$ cat src/rtl/sbfd_pkg.sv
// Shared widths, register indexes and reset values of the sliced black frame detector.
`default_nettype none

package sbfd_pkg;

   localparam int LUMA_W      = 8;
   localparam int COORD_W     = 12;
   localparam int ROW_HALF_W  = 6;
   localparam int LEFT_W      = 12;
   localparam int TOP_W       = 12;
   localparam int WIDTH_W     = 13;
   localparam int HEIGHT_W    = 13;
   localparam int SLCNT_W     = 5;
   localparam int STEP_W      = 3;
   localparam int THR_W       = 16;
   localparam int ENERGY_W    = 40;
   localparam int PHASE_W     = 3;
   localparam int SLICE_NUM_W = 5;
   localparam int SQ_W        = 16;
   localparam int Q_SHIFT     = 16;
   localparam int CSR_IDX_W   = 3;
   localparam int CSR_DATA_W  = 16;

   localparam logic [CSR_IDX_W-1:0] REG_ROI_LEFT      = 3'd0;
   localparam logic [CSR_IDX_W-1:0] REG_ROI_TOP       = 3'd1;
   localparam logic [CSR_IDX_W-1:0] REG_ROI_WIDTH     = 3'd2;
   localparam logic [CSR_IDX_W-1:0] REG_ROI_HEIGHT    = 3'd3;
   localparam logic [CSR_IDX_W-1:0] REG_SLICE_COUNT   = 3'd4;
   localparam logic [CSR_IDX_W-1:0] REG_LINE_STEP     = 3'd5;
   localparam logic [CSR_IDX_W-1:0] REG_RMS_THRESHOLD = 3'd6;

   localparam logic [LEFT_W-1:0]   ROI_LEFT_RST      = 12'd0;
   localparam logic [TOP_W-1:0]    ROI_TOP_RST       = 12'd0;
   localparam logic [WIDTH_W-1:0]  ROI_WIDTH_RST     = 13'd1920;
   localparam logic [HEIGHT_W-1:0] ROI_HEIGHT_RST    = 13'd1080;
   localparam logic [SLCNT_W-1:0]  SLICE_COUNT_RST   = 5'd1;
   localparam logic [STEP_W-1:0]   LINE_STEP_RST     = 3'd1;
   localparam logic [THR_W-1:0]    RMS_THRESHOLD_RST = 16'd2560;

endpackage

`default_nettype wire

$ cat src/rtl/sbfd_ifs.sv
// Valid/ready channel interfaces for pixel requests, results and register writes.
`default_nettype none

interface sbfd_req_if;
   logic                             valid;
   logic                             ready;
   logic [sbfd_pkg::LUMA_W-1:0]      luma;
   logic [sbfd_pkg::COORD_W-1:0]     pixel_col;
   logic [sbfd_pkg::COORD_W-1:0]     pixel_row;
   logic                             frame_end;

   modport source (output valid, luma, pixel_col, pixel_row, frame_end, input ready);
   modport sink (input valid, luma, pixel_col, pixel_row, frame_end, output ready);
endinterface

interface sbfd_rsp_if;
   logic valid;
   logic ready;
   logic is_black;

   modport source (output valid, is_black, input ready);
   modport sink (input valid, is_black, output ready);
endinterface

interface sbfd_csr_if;
   logic                              valid;
   logic                              ready;
   logic [sbfd_pkg::CSR_IDX_W-1:0]    index;
   logic [sbfd_pkg::CSR_DATA_W-1:0]   data;

   modport source (output valid, index, data, input ready);
   modport sink (input valid, index, data, output ready);
endinterface

`default_nettype wire

$ cat src/rtl/sliced_black_frame_detect_core.sv
// Sliced black frame detector: four-stage pixel pipeline with a setup sequencer.
// Throughput is one pixel request per cycle when not stalled by a held result; a frame-end
// request passes the p1 to p4 registers and its result is held in an output register.
// After reset and after every register write a setup pass runs the shared divider
// and the multipliers; requests are not taken until it finishes.
`default_nettype none

module sliced_black_frame_detect_core #(
   parameter int MAX_DIM       = 4096,
   parameter int MAX_SLICES    = 16,
   parameter int MAX_LINE_STEP = 6
) (
   input  logic         clock,
   input  logic         reset,
   sbfd_req_if.sink     req_if,
   sbfd_rsp_if.source   rsp_if,
   sbfd_csr_if.sink     csr_if
);

   localparam int DIM_W   = $clog2(MAX_DIM + 1);
   localparam int SL_W    = $clog2(MAX_SLICES + 1);
   localparam int SI_W    = (MAX_SLICES > 1) ? $clog2(MAX_SLICES) : 1;
   localparam int ST_W    = $clog2(MAX_LINE_STEP + 1);
   localparam int CNT_W   = 2 * DIM_W;
   localparam int CLO_W   = CNT_W / 2;
   localparam int CHI_W   = CNT_W - CLO_W;
   localparam int T2_W    = 2 * sbfd_pkg::THR_W;
   localparam int TC_W    = T2_W + CNT_W;
   localparam int BND_W   = DIM_W + SL_W;
   localparam int X_W     = (DIM_W > sbfd_pkg::COORD_W) ? DIM_W : sbfd_pkg::COORD_W;
   localparam int EQ_W    = sbfd_pkg::ENERGY_W + sbfd_pkg::Q_SHIFT;
   localparam int CMP_W   = (EQ_W > TC_W) ? EQ_W : TC_W;
   localparam int SEQ_N   = (DIM_W > MAX_SLICES) ? DIM_W : MAX_SLICES;
   localparam int SEQ_W   = $clog2(SEQ_N + 1);

   localparam logic [3:0] SQ_LOAD   = 4'd0;
   localparam logic [3:0] SQ_DIV_HS = 4'd1;
   localparam logic [3:0] SQ_DIV_N  = 4'd2;
   localparam logic [3:0] SQ_PHASE  = 4'd3;
   localparam logic [3:0] SQ_BND    = 4'd4;
   localparam logic [3:0] SQ_MUL    = 4'd5;
   localparam logic [3:0] SQ_TC_LO  = 4'd6;
   localparam logic [3:0] SQ_TC_HI  = 4'd7;
   localparam logic [3:0] SQ_SUM    = 4'd8;
   localparam logic [3:0] SQ_DONE   = 4'd9;

   function automatic logic [ST_W-1:0] mod_fold(
      input logic [ST_W-1:0]                   rem_i,
      input logic [sbfd_pkg::ROW_HALF_W-1:0]   bits_i,
      input logic [ST_W-1:0]                   den_i
   );
      logic [ST_W:0]   trial;
      logic [ST_W-1:0] rem;
      rem = rem_i;
      for (int i = sbfd_pkg::ROW_HALF_W - 1; i >= 0; i--) begin
         trial = {rem, bits_i[i]};
         if (trial >= {1'b0, den_i}) begin
            trial = trial - {1'b0, den_i};
         end
         rem = trial[ST_W-1:0];
      end
      return rem;
   endfunction

   // Configuration registers.
   logic [sbfd_pkg::LEFT_W-1:0]   roi_left_ff;
   logic [sbfd_pkg::TOP_W-1:0]    roi_top_ff;
   logic [sbfd_pkg::WIDTH_W-1:0]  roi_width_ff;
   logic [sbfd_pkg::HEIGHT_W-1:0] roi_height_ff;
   logic [sbfd_pkg::SLCNT_W-1:0]  slice_count_ff;
   logic [sbfd_pkg::STEP_W-1:0]   line_step_ff;
   logic [sbfd_pkg::THR_W-1:0]    rms_threshold_ff;
   logic                          csr_wr;

   assign csr_if.ready = 1'b1;
   assign csr_wr       = csr_if.valid && csr_if.ready;

   always_ff @(posedge clock) begin
      if (reset) begin
         roi_left_ff      <= sbfd_pkg::ROI_LEFT_RST;
         roi_top_ff       <= sbfd_pkg::ROI_TOP_RST;
         roi_width_ff     <= sbfd_pkg::ROI_WIDTH_RST;
         roi_height_ff    <= sbfd_pkg::ROI_HEIGHT_RST;
         slice_count_ff   <= sbfd_pkg::SLICE_COUNT_RST;
         line_step_ff     <= sbfd_pkg::LINE_STEP_RST;
         rms_threshold_ff <= sbfd_pkg::RMS_THRESHOLD_RST;
      end else if (csr_wr) begin
         case (csr_if.index)
            sbfd_pkg::REG_ROI_LEFT:      roi_left_ff      <= csr_if.data[sbfd_pkg::LEFT_W-1:0];
            sbfd_pkg::REG_ROI_TOP:       roi_top_ff       <= csr_if.data[sbfd_pkg::TOP_W-1:0];
            sbfd_pkg::REG_ROI_WIDTH:     roi_width_ff     <= csr_if.data[sbfd_pkg::WIDTH_W-1:0];
            sbfd_pkg::REG_ROI_HEIGHT:    roi_height_ff    <= csr_if.data[sbfd_pkg::HEIGHT_W-1:0];
            sbfd_pkg::REG_SLICE_COUNT:   slice_count_ff   <= csr_if.data[sbfd_pkg::SLCNT_W-1:0];
            sbfd_pkg::REG_LINE_STEP:     line_step_ff     <= csr_if.data[sbfd_pkg::STEP_W-1:0];
            sbfd_pkg::REG_RMS_THRESHOLD: rms_threshold_ff <= csr_if.data[sbfd_pkg::THR_W-1:0];
            default: begin
            end
         endcase
      end
   end

   // Clamped register values.
   logic [DIM_W-1:0] w_eff;
   logic [DIM_W-1:0] h_eff;
   logic [SL_W-1:0]  slices_eff;
   logic [ST_W-1:0]  step_eff;

   assign w_eff = (32'(roi_width_ff) > MAX_DIM) ? DIM_W'(MAX_DIM) : DIM_W'(roi_width_ff);
   assign h_eff = (32'(roi_height_ff) > MAX_DIM) ? DIM_W'(MAX_DIM) : DIM_W'(roi_height_ff);
   assign slices_eff = (slice_count_ff == '0) ? SL_W'(1) :
                       (32'(slice_count_ff) > MAX_SLICES) ? SL_W'(MAX_SLICES) :
                       SL_W'(slice_count_ff);
   assign step_eff = (line_step_ff == '0) ? ST_W'(1) :
                     (32'(line_step_ff) > MAX_LINE_STEP) ? ST_W'(MAX_LINE_STEP) :
                     ST_W'(line_step_ff);

   // Setup sequencer with a shared restoring divider.
   logic [3:0]             seq_ff;
   logic [SEQ_W-1:0]       cnt_ff;
   logic [DIM_W-1:0]       div_quo_ff;
   logic [DIM_W-1:0]       div_rem_ff;
   logic [DIM_W-1:0]       div_den_ff;
   logic [DIM_W-1:0]       hs_ff;
   logic [DIM_W-1:0]       n_ff;
   logic [DIM_W-1:0]       limit_ff;
   logic [DIM_W-1:0]       nstep_ff;
   logic [CNT_W-1:0]       count_ff;
   logic [T2_W-1:0]        t2_ff;
   logic [T2_W+CLO_W-1:0]  tc_lo_ff;
   logic [T2_W+CHI_W-1:0]  tc_hi_ff;
   logic [TC_W-1:0]        tc_ff;
   logic [BND_W-1:0]       bnd_acc_ff;
   logic [BND_W-1:0]       bnd_ff [MAX_SLICES];

   logic [DIM_W:0]         div_trial;
   logic                   div_ge;
   logic [DIM_W-1:0]       div_rem_in;
   logic [DIM_W-1:0]       div_quo_in;
   logic                   div_last;
   logic [DIM_W+ST_W-1:0]  nstep_full;
   logic [DIM_W+SL_W-1:0]  limit_full;
   logic [T2_W+CLO_W-1:0]  tc_lo_in;
   logic [T2_W+CHI_W-1:0]  tc_hi_in;
   logic                   busy;
   logic [sbfd_pkg::PHASE_W-1:0] phase_ff;
   logic                   phase_big;

   assign div_trial  = {div_rem_ff, div_quo_ff[DIM_W-1]};
   assign div_ge     = div_trial >= {1'b0, div_den_ff};
   assign div_rem_in = div_ge ? DIM_W'(div_trial - {1'b0, div_den_ff}) : DIM_W'(div_trial);
   assign div_quo_in = {div_quo_ff[DIM_W-2:0], div_ge};
   assign div_last   = cnt_ff == SEQ_W'(DIM_W - 1);
   assign nstep_full = (DIM_W+ST_W)'(n_ff) * (DIM_W+ST_W)'(step_eff);
   assign limit_full = (DIM_W+SL_W)'(hs_ff) * (DIM_W+SL_W)'(slices_eff);
   assign tc_lo_in   = (T2_W+CLO_W)'(t2_ff) * (T2_W+CLO_W)'(count_ff[CLO_W-1:0]);
   assign tc_hi_in   = (T2_W+CHI_W)'(t2_ff) * (T2_W+CHI_W)'(count_ff[CNT_W-1:CLO_W]);
   assign busy       = seq_ff != SQ_DONE;
   assign phase_big  = 32'(phase_ff) >= 32'(step_eff);

   always_ff @(posedge clock) begin
      if (reset) begin
         seq_ff <= SQ_LOAD;
         cnt_ff <= '0;
      end else if (csr_wr) begin
         seq_ff <= SQ_LOAD;
      end else begin
         case (seq_ff)
            SQ_LOAD: begin
               div_quo_ff <= h_eff;
               div_rem_ff <= '0;
               div_den_ff <= DIM_W'(slices_eff);
               cnt_ff     <= '0;
               seq_ff     <= SQ_DIV_HS;
            end
            SQ_DIV_HS: begin
               div_quo_ff <= div_quo_in;
               div_rem_ff <= div_rem_in;
               cnt_ff     <= cnt_ff + 1'b1;
               if (div_last) begin
                  hs_ff      <= div_quo_in;
                  div_rem_ff <= '0;
                  div_den_ff <= DIM_W'(step_eff);
                  cnt_ff     <= '0;
                  seq_ff     <= SQ_DIV_N;
               end
            end
            SQ_DIV_N: begin
               div_quo_ff <= div_quo_in;
               div_rem_ff <= div_rem_in;
               cnt_ff     <= cnt_ff + 1'b1;
               if (div_last) begin
                  n_ff   <= div_quo_in;
                  seq_ff <= SQ_PHASE;
               end
            end
            SQ_PHASE: begin
               if (!phase_big) begin
                  cnt_ff     <= '0;
                  bnd_acc_ff <= '0;
                  seq_ff     <= SQ_BND;
               end
            end
            SQ_BND: begin
               bnd_ff[cnt_ff[SI_W-1:0]] <= bnd_acc_ff;
               bnd_acc_ff <= bnd_acc_ff + BND_W'(hs_ff);
               cnt_ff     <= cnt_ff + 1'b1;
               if (cnt_ff == SEQ_W'(MAX_SLICES - 1)) begin
                  seq_ff <= SQ_MUL;
               end
            end
            SQ_MUL: begin
               count_ff <= CNT_W'(w_eff) * CNT_W'(n_ff);
               t2_ff    <= T2_W'(rms_threshold_ff) * T2_W'(rms_threshold_ff);
               nstep_ff <= nstep_full[DIM_W-1:0];
               limit_ff <= limit_full[DIM_W-1:0];
               seq_ff   <= SQ_TC_LO;
            end
            SQ_TC_LO: begin
               tc_lo_ff <= tc_lo_in;
               seq_ff   <= SQ_TC_HI;
            end
            SQ_TC_HI: begin
               tc_hi_ff <= tc_hi_in;
               seq_ff   <= SQ_SUM;
            end
            SQ_SUM: begin
               tc_ff  <= TC_W'(tc_lo_ff) + (TC_W'(tc_hi_ff) << CLO_W);
               seq_ff <= SQ_DONE;
            end
            SQ_DONE: begin
            end
            default: seq_ff <= SQ_LOAD;
         endcase
      end
   end

   // Pixel pipeline.
   logic stall;
   logic en;
   logic req_acc;

   logic                          p1_valid_ff;
   logic [sbfd_pkg::LUMA_W-1:0]   p1_luma_ff;
   logic [sbfd_pkg::COORD_W-1:0]  p1_col_ff;
   logic [sbfd_pkg::COORD_W-1:0]  p1_row_ff;
   logic                          p1_fe_ff;

   logic                          p2_valid_ff;
   logic                          p2_fe_ff;
   logic                          p2_in_roi_ff;
   logic [SI_W-1:0]               p2_s_ff;
   logic [sbfd_pkg::COORD_W-1:0]  p2_rel_ff;
   logic [BND_W-1:0]              p2_base_ff;
   logic [sbfd_pkg::SQ_W-1:0]     p2_sq_ff;

   logic                          p3_valid_ff;
   logic                          p3_fe_ff;
   logic                          p3_in_roi_ff;
   logic [SI_W-1:0]               p3_s_ff;
   logic [sbfd_pkg::SQ_W-1:0]     p3_sq_ff;
   logic                          p3_r_lt_ff;
   logic [ST_W-1:0]               p3_rem_hi_ff;
   logic [sbfd_pkg::ROW_HALF_W-1:0] p3_r_lo_ff;

   logic                          p4_valid_ff;
   logic                          p4_fe_ff;
   logic                          p4_in_roi_ff;
   logic [SI_W-1:0]               p4_s_ff;
   logic [sbfd_pkg::SQ_W-1:0]     p4_sq_ff;
   logic                          p4_r_lt_ff;
   logic [ST_W-1:0]               p4_r_mod_ff;

   logic [sbfd_pkg::ENERGY_W-1:0]    energy_ff;
   logic [sbfd_pkg::SLICE_NUM_W-1:0] slice_ff;
   logic                             bright_ff;
   logic                             rsp_valid_ff;
   logic                             rsp_is_black_ff;

   assign stall         = p4_valid_ff && p4_fe_ff && rsp_valid_ff && !rsp_if.ready;
   assign en            = !stall;
   assign req_if.ready  = !busy && en;
   assign req_acc       = req_if.valid && req_if.ready;

   // Stage one: region test, slice lookup and square.
   logic [sbfd_pkg::COORD_W-1:0] col_off;
   logic [sbfd_pkg::COORD_W-1:0] rel_in;
   logic                         in_roi_in;
   logic [SI_W-1:0]              s_in;
   logic [BND_W-1:0]             base_in;
   logic [sbfd_pkg::SQ_W-1:0]    sq_in;

   always_comb begin
      col_off   = p1_col_ff - roi_left_ff;
      rel_in    = p1_row_ff - roi_top_ff;
      in_roi_in = (hs_ff != '0) &&
                  (p1_col_ff >= roi_left_ff) && (X_W'(col_off) < X_W'(w_eff)) &&
                  (p1_row_ff >= roi_top_ff) && (X_W'(rel_in) < X_W'(limit_ff));
      s_in    = '0;
      base_in = '0;
      for (int k = 0; k < MAX_SLICES; k++) begin
         if (BND_W'(rel_in) >= bnd_ff[k]) begin
            s_in    = SI_W'(k);
            base_in = bnd_ff[k];
         end
      end
      sq_in = sbfd_pkg::SQ_W'(p1_luma_ff) * sbfd_pkg::SQ_W'(p1_luma_ff);
   end

   // Stage two: offset in the slice and upper half of its residue.
   logic [BND_W-1:0]              r_full;
   logic [sbfd_pkg::COORD_W-1:0]  r_in;
   logic                          r_lt_in;
   logic [ST_W-1:0]               rem_hi_in;

   assign r_full    = BND_W'(p2_rel_ff) - p2_base_ff;
   assign r_in      = r_full[sbfd_pkg::COORD_W-1:0];
   assign r_lt_in   = X_W'(r_in) < X_W'(nstep_ff);
   assign rem_hi_in = mod_fold('0, r_in[sbfd_pkg::COORD_W-1:sbfd_pkg::ROW_HALF_W], step_eff);

   // Stage three: lower half of the residue.
   logic [ST_W-1:0] r_mod_in;

   assign r_mod_in = mod_fold(p3_rem_hi_ff, p3_r_lo_ff, step_eff);

   always_ff @(posedge clock) begin
      if (reset) begin
         p1_valid_ff <= 1'b0;
         p2_valid_ff <= 1'b0;
         p3_valid_ff <= 1'b0;
         p4_valid_ff <= 1'b0;
      end else if (en) begin
         p1_valid_ff <= req_acc;
         p2_valid_ff <= p1_valid_ff;
         p3_valid_ff <= p2_valid_ff;
         p4_valid_ff <= p3_valid_ff;
      end
   end

   always_ff @(posedge clock) begin
      if (en) begin
         p1_luma_ff   <= req_if.luma;
         p1_col_ff    <= req_if.pixel_col;
         p1_row_ff    <= req_if.pixel_row;
         p1_fe_ff     <= req_if.frame_end;
         p2_fe_ff     <= p1_fe_ff;
         p2_in_roi_ff <= in_roi_in;
         p2_s_ff      <= s_in;
         p2_rel_ff    <= rel_in;
         p2_base_ff   <= base_in;
         p2_sq_ff     <= sq_in;
         p3_fe_ff     <= p2_fe_ff;
         p3_in_roi_ff <= p2_in_roi_ff;
         p3_s_ff      <= p2_s_ff;
         p3_sq_ff     <= p2_sq_ff;
         p3_r_lt_ff   <= r_lt_in;
         p3_rem_hi_ff <= rem_hi_in;
         p3_r_lo_ff   <= r_in[sbfd_pkg::ROW_HALF_W-1:0];
         p4_fe_ff     <= p3_fe_ff;
         p4_in_roi_ff <= p3_in_roi_ff;
         p4_s_ff      <= p3_s_ff;
         p4_sq_ff     <= p3_sq_ff;
         p4_r_lt_ff   <= p3_r_lt_ff;
         p4_r_mod_ff  <= r_mod_in;
      end
   end

   // Stage four: slice closing, accumulation and the frame result.
   logic                             close_old;
   logic                             ge_old;
   logic                             sample;
   logic [sbfd_pkg::ENERGY_W-1:0]    e_base;
   logic [sbfd_pkg::ENERGY_W:0]      e_sum;
   logic [sbfd_pkg::ENERGY_W-1:0]    e_new;
   logic                             bright_mid;
   logic                             bright_fin;
   logic                             push;
   logic [sbfd_pkg::ENERGY_W-1:0]    energy_in;
   logic [sbfd_pkg::SLICE_NUM_W-1:0] slice_in;
   logic                             bright_in;
   logic [sbfd_pkg::PHASE_W:0]       phase_inc;
   logic [sbfd_pkg::PHASE_W-1:0]     phase_in;
   logic                             rsp_valid_in;

   always_comb begin
      close_old  = p4_in_roi_ff && (32'(p4_s_ff) != 32'(slice_ff));
      ge_old     = (CMP_W'(energy_ff) << sbfd_pkg::Q_SHIFT) >= CMP_W'(tc_ff);
      sample     = p4_in_roi_ff && p4_r_lt_ff && (32'(p4_r_mod_ff) == 32'(phase_ff));
      e_base     = close_old ? '0 : energy_ff;
      e_sum      = {1'b0, e_base} + (sbfd_pkg::ENERGY_W+1)'(p4_sq_ff);
      e_new      = !sample ? e_base :
                   e_sum[sbfd_pkg::ENERGY_W] ? '1 : e_sum[sbfd_pkg::ENERGY_W-1:0];
      bright_mid = bright_ff || (close_old && ge_old);
      bright_fin = bright_mid ||
                   ((CMP_W'(e_new) << sbfd_pkg::Q_SHIFT) >= CMP_W'(tc_ff));
      push       = p4_valid_ff && p4_fe_ff && en;
      phase_inc  = {1'b0, phase_ff} + 1'b1;
      phase_in   = (32'(phase_inc) == 32'(step_eff)) ? '0 : phase_inc[sbfd_pkg::PHASE_W-1:0];

      energy_in = energy_ff;
      slice_in  = slice_ff;
      bright_in = bright_ff;
      if (p4_valid_ff && en) begin
         if (p4_fe_ff) begin
            energy_in = '0;
            slice_in  = '0;
            bright_in = 1'b0;
         end else begin
            energy_in = e_new;
            bright_in = bright_mid;
            if (p4_in_roi_ff) begin
               slice_in = sbfd_pkg::SLICE_NUM_W'(p4_s_ff);
            end
         end
      end

      if (push) begin
         rsp_valid_in = 1'b1;
      end else if (rsp_if.ready) begin
         rsp_valid_in = 1'b0;
      end else begin
         rsp_valid_in = rsp_valid_ff;
      end
   end

   always_ff @(posedge clock) begin
      if (reset) begin
         energy_ff    <= '0;
         slice_ff     <= '0;
         bright_ff    <= 1'b0;
         phase_ff     <= '0;
         rsp_valid_ff <= 1'b0;
      end else begin
         energy_ff    <= energy_in;
         slice_ff     <= slice_in;
         bright_ff    <= bright_in;
         rsp_valid_ff <= rsp_valid_in;
         if (seq_ff == SQ_PHASE && phase_big) begin
            phase_ff <= phase_ff - sbfd_pkg::PHASE_W'(step_eff);
         end else if (push) begin
            phase_ff <= phase_in;
         end
      end
   end

   always_ff @(posedge clock) begin
      if (push) begin
         rsp_is_black_ff <= !bright_fin;
      end
   end

   assign rsp_if.valid    = rsp_valid_ff;
   assign rsp_if.is_black = rsp_is_black_ff;

`ifndef SYNTH
   a_csr_blocks_requests: assert property (@(posedge clock) disable iff (reset)
      csr_wr |=> !req_if.ready)
      else $error("A request was offered ready straight after a register write.");

   a_phase_in_range: assert property (@(posedge clock) disable iff (reset)
      !busy |-> (32'(phase_ff) < 32'(step_eff)))
      else $error("The line phase is not below the line step after setup.");

   a_frame_state_cleared: assert property (@(posedge clock) disable iff (reset)
      push |=> (energy_ff == '0) && !bright_ff && (slice_ff == '0))
      else $error("The frame state was not cleared after a result.");

   a_result_from_frame_end: assert property (@(posedge clock) disable iff (reset)
      $rose(rsp_valid_ff) |-> $past(p4_valid_ff && p4_fe_ff))
      else $error("A result appeared without a frame-end request.");
`endif

endmodule

`default_nettype wire
$ cat src/flat_wrapper.sv
// flat-port wrapper written by rule: the top's interface ports become plain ports
module sliced_black_frame_detect_core_flat 
#(
   parameter int MAX_DIM       = 4096,
   parameter int MAX_SLICES    = 16,
   parameter int MAX_LINE_STEP = 6
)
  (clock, reset, req_if_valid, req_if_luma, req_if_pixel_col, req_if_pixel_row, req_if_frame_end, req_if_ready, rsp_if_valid, rsp_if_is_black, rsp_if_ready, csr_if_valid, csr_if_index, csr_if_data, csr_if_ready);
  sbfd_req_if req_if_i ();
  sbfd_rsp_if rsp_if_i ();
  sbfd_csr_if csr_if_i ();
  input  logic clock;
  input  logic reset;
  input wire logic [$bits(req_if_i.valid)-1:0] req_if_valid;
  input wire logic [$bits(req_if_i.luma)-1:0] req_if_luma;
  input wire logic [$bits(req_if_i.pixel_col)-1:0] req_if_pixel_col;
  input wire logic [$bits(req_if_i.pixel_row)-1:0] req_if_pixel_row;
  input wire logic [$bits(req_if_i.frame_end)-1:0] req_if_frame_end;
  output wire logic [$bits(req_if_i.ready)-1:0] req_if_ready;
  output wire logic [$bits(rsp_if_i.valid)-1:0] rsp_if_valid;
  output wire logic [$bits(rsp_if_i.is_black)-1:0] rsp_if_is_black;
  input wire logic [$bits(rsp_if_i.ready)-1:0] rsp_if_ready;
  input wire logic [$bits(csr_if_i.valid)-1:0] csr_if_valid;
  input wire logic [$bits(csr_if_i.index)-1:0] csr_if_index;
  input wire logic [$bits(csr_if_i.data)-1:0] csr_if_data;
  output wire logic [$bits(csr_if_i.ready)-1:0] csr_if_ready;
  assign req_if_i.valid = req_if_valid;
  assign req_if_i.luma = req_if_luma;
  assign req_if_i.pixel_col = req_if_pixel_col;
  assign req_if_i.pixel_row = req_if_pixel_row;
  assign req_if_i.frame_end = req_if_frame_end;
  assign req_if_ready = req_if_i.ready;
  assign rsp_if_valid = rsp_if_i.valid;
  assign rsp_if_is_black = rsp_if_i.is_black;
  assign rsp_if_i.ready = rsp_if_ready;
  assign csr_if_i.valid = csr_if_valid;
  assign csr_if_i.index = csr_if_index;
  assign csr_if_i.data = csr_if_data;
  assign csr_if_ready = csr_if_i.ready;
  sliced_black_frame_detect_core #(.MAX_DIM(MAX_DIM), .MAX_SLICES(MAX_SLICES), .MAX_LINE_STEP(MAX_LINE_STEP)) u_core (.clock(clock), .reset(reset), .req_if(req_if_i), .rsp_if(rsp_if_i), .csr_if(csr_if_i));
endmodule
$ cat config.mk
export PLATFORM = sky130hd
export DESIGN_NAME = sliced_black_frame_detect_core_flat
export DESIGN_NICKNAME = d
export VERILOG_FILES = /design/src/rtl/sbfd_pkg.sv /design/src/rtl/sbfd_ifs.sv /design/src/rtl/sliced_black_frame_detect_core.sv /design/src/flat_wrapper.sv
export SDC_FILE = /design/constraint.sdc
export NUM_CORES = 2
export LEC_CHECK = 0
export BUFFER_PORTS_ARGS = -buffer_cell sky130_fd_sc_hd__buf_2
export CORE_MARGIN = 2
export CORE_UTILIZATION = 60
export DETAILED_ROUTE_END_ITERATION = 12
export PLACE_DENSITY = 0.76
export REMOVE_ABC_BUFFERS = 1
export SYNTH_ARGS = -nofsm -noshare
export SYNTH_HDL_FRONTEND = slang
export SYNTH_SLANG_ARGS = --single-unit
export TNS_END_PERCENT = 100
$ cat constraint.sdc
create_clock -name clock -period 11.46 [get_ports clock]
set_input_delay 2.292 -clock clock [delete_from_list [all_inputs] [get_ports clock]]
set_output_delay 2.292 -clock clock [all_outputs]
set_load 0.01 [all_outputs]
==> impl_metrics.tcl <==
set metrics [dict create \
    status "complete, no violations" \
    hpwl_mm 158 \
    start_util 0.605 \
    clock.fmax_mhz 99.1 \
    rsz0062_at_grt "no" \
    drtIter0Drc 5551 \
    firstDrtPassIters 6 \
    combPwrFrac 0.255 \
    relSlewSlack 0.148 \
    worst_pin_slew_ns 1.28 \
    ir_drop_mv 0.187 \
    grt_overflow 0 \
    crit_path_frequent_cell "a21o_1" \
    io_buffers 59 \
    whs_ns 0.396 \
    grt_max_degree 93 \
    cts-resized-gates 0 \
    internal-power_uw 6540 \
    yosys-top-cells-area "edfxtp_1 (26%), fa_1 (24%), ha_1 (13%), inv_1 (6.0%), nand2_1 (5.0%)" \
    cp_data_arrival_time_ns 10.56 \
    cap_violations 0 \
    clk_pin_slew_ns 0.06 \
    wirelength_mm 213 \
    p_clk_frac 0.359 \
    r2r_start "u_core.line_step_ff[2]" \
    switching_share 0.303 \
    path_class "flop to flop" \
    root_buffer "clkbuf_16" \
    cts_sinks 865 \
    cts_max_path_buffers 3 \
    fin_nets 10512 \
    synth_top_cell_by_area "edfxtp_1" \
    drive_gt1_frac 0.0515 \
    synth.most_common_cell "inv_1" \
    cts_setup_buffers 0 \
    synth_cells 8590 \
    insertion_delay_ns 0.79 \
    first_global_vias 65206 \
    ys.flop_type "edfxtp_1" \
    place_ws_ns 1.58 \
    routedWlPerCell_um 20.2 \
    cp_slowest_cell "dfxtp_1" \
    yosysUniqueCellTypes 102 \
    finClkSkew_ns 0.0974 \
    slowest_delay_ns 0.67 \
    synth_edf_count 729 \
    leakage_uw 0.0428 \
    crit_path_end_kind "flop" \
    dr_total_vias 63017 \
    htree_levels 3 \
    final_cells 10559 \
    critPathLaunchType "flop" \
    setup_tns_ns 0 \
    area_growth_pct 7.13 \
    final_max_slew_viol_count 0 \
    worstSetupStartpoint "u_core.line_step_ff[2]" \
    min_from "u_core.p3_sq_ff[5]" \
    die_h_um 382 \
    antenna_found_initial 8 \
    synthesis.area_um2 85800 \
    grt_pass1_wl_mm 346 \
    ys_async_sr_fraction 0 \
    cts_hold_buf 0 \
    seq_power_share 0.386 \
    syn_avg_cell_area_um2 9.99 \
    num_rows 138 \
    ys_seq_area_frac 0.287 \
    die_width_um 382 \
    min_path_type "flop to flop" \
    core_um2 142000 \
    dieArea_um2 146000 \
    gp_congestion 0.943 \
    placed_cells 10376 \
    layout_min_cycle_time_ns 10.09 \
    ios 61 \
    critPathMaxFanout 23 \
    p_sw_uw 2850 \
    numCtsBuffers 98 \
    power_density_nw_per_um2 102 \
    drc 0 \
    fin_crit_sh 0.881 \
    synth_top_cell_area_share 0.255 \
    avgViaCountPerCell 5.97 \
    postLayoutSetupSlackWorst_ns 1.37 \
    synth_commonest_cells "inv_1 (1368), nand2_1 (1143), fa_1 (1008)" \
    required_ns 11.92 \
    grtUsageTotal 0.298 \
    setup-violations-final 0 \
    finalHoldViolCount 0 \
    synth-seq-cells 865 \
    ys.warnings.count 0 \
    ant_nets 0 \
    cts_tree "yes" \
]
## kinds of logic after synthesis
kind of cell,count (synthesis),synth area share
adder cells (fa/ha/maj),1870,0.361
other,2,0.0000875
multiplexers,37,0.00454
XOR/XNOR,294,0.0300
buffers and inverters,1662,0.0729
AO/OA/AOI/OAI,1320,0.103
flip-flops,865,0.287
AND/OR/NAND/NOR,2540,0.142
## worst max-delay path, delay by kind of cell, from the launching register on
family                     cells  cell delay, ns
muxes                          4            1.28
adders and majority gates      8            3.21
and+or+nand+nor                5            0.76
AOI/OAI and AO/OA             17            3.17
DFF                            1            0.67
buffers and inverters          2            0.70
## per-stage QoR
stage | power [µW] | area [µm²] | util
after floorplan | 5470 | 84700 | -
after global placement | 5950 | 88400 | 0.624
final | 9390 | 91900 | 0.648
after global routing | 9870 | 91900 | 0.648
after detailed placement | 6050 | 88400 | 0.624
after CTS | 9430 | 91900 | 0.648
## routing by layer
layer	global-route usage	share of wire
met3	0.0463	0.085
met5	0	0.00015
met1	0.405	0.41
met4	0.0973	0.033
met2	0.490	0.47
## power groups by stage
stage | clock network, µW | logic, µW | registers (µW)
after floorplan | 0 | 1800 | 3670
after global placement | 0 | 2260 | 3690
after detailed placement | 0 | 2350 | 3690
after global routing | 3550 | 2690 | 3640
after CTS | 3430 | 2380 | 3630
final | 3370 | 2390 | 3630
## registers in the layout, indices dropped and copies added, names as in the netlist, 15 cells and up
name and cells:
u_core.bnd_ff 288, u_core.tc_ff 58, u_core.tc_hi_ff 45, u_core.tc_lo_ff 45, u_core.energy_ff 40, u_core.t2_ff 31, u_core.count_ff 26, u_core.bnd_acc_ff 18
u_core.rms_threshold_ff 16, u_core.p2_sq_ff 15, u_core.p3_sq_ff 15, u_core.p4_sq_ff 15
## placed cells by master (no fill, tap or decap), types with 58 or more instances in the layout
cell type,instances
inv_1,1367
nand2_1,1143
fa_1,1007
ha_1,861
edfxtp_1,729
and2_1,475
a21oi_1,361
nor2_1,327
o21ai_0,238
xnor2_1,201
dfxtp_1,136
a21o_1,128
buf_4,122
clkbuf_16,100
nor3_1,96
xor2_1,87
nor2b_1,79
nand3_1,76
nand4_1,75
o21a_1,72
nand2b_1,64
a31oi_1,62
buf_2,58
## cell type report
cell class | instances | area (µm²)
diodes | 1 | 2.50
clock inverters | 69 | 908
repair buffers | 181 | 1230
well taps | 1890 | 2360
fillers | 11093 | 49800
multi-input cells | 6071 | 55100
flip-flops and latches | 865 | 24600
inverters | 1369 | 5140
clock buffers | 113 | 2570
## path summary, 6_finish.rpt
path                                              end  slack (ns)  cells after the start
worst max register to register  u_core.p4_r_mod_ff[2]        1.37                     36
worst max-delay path            u_core.p4_r_mod_ff[2]        1.37                     36
worst min register to register     u_core.p4_sq_ff[5]        0.40                      0
worst min-delay path               u_core.p4_sq_ff[5]        0.40                      0
(Power assumes the default switching activity.)
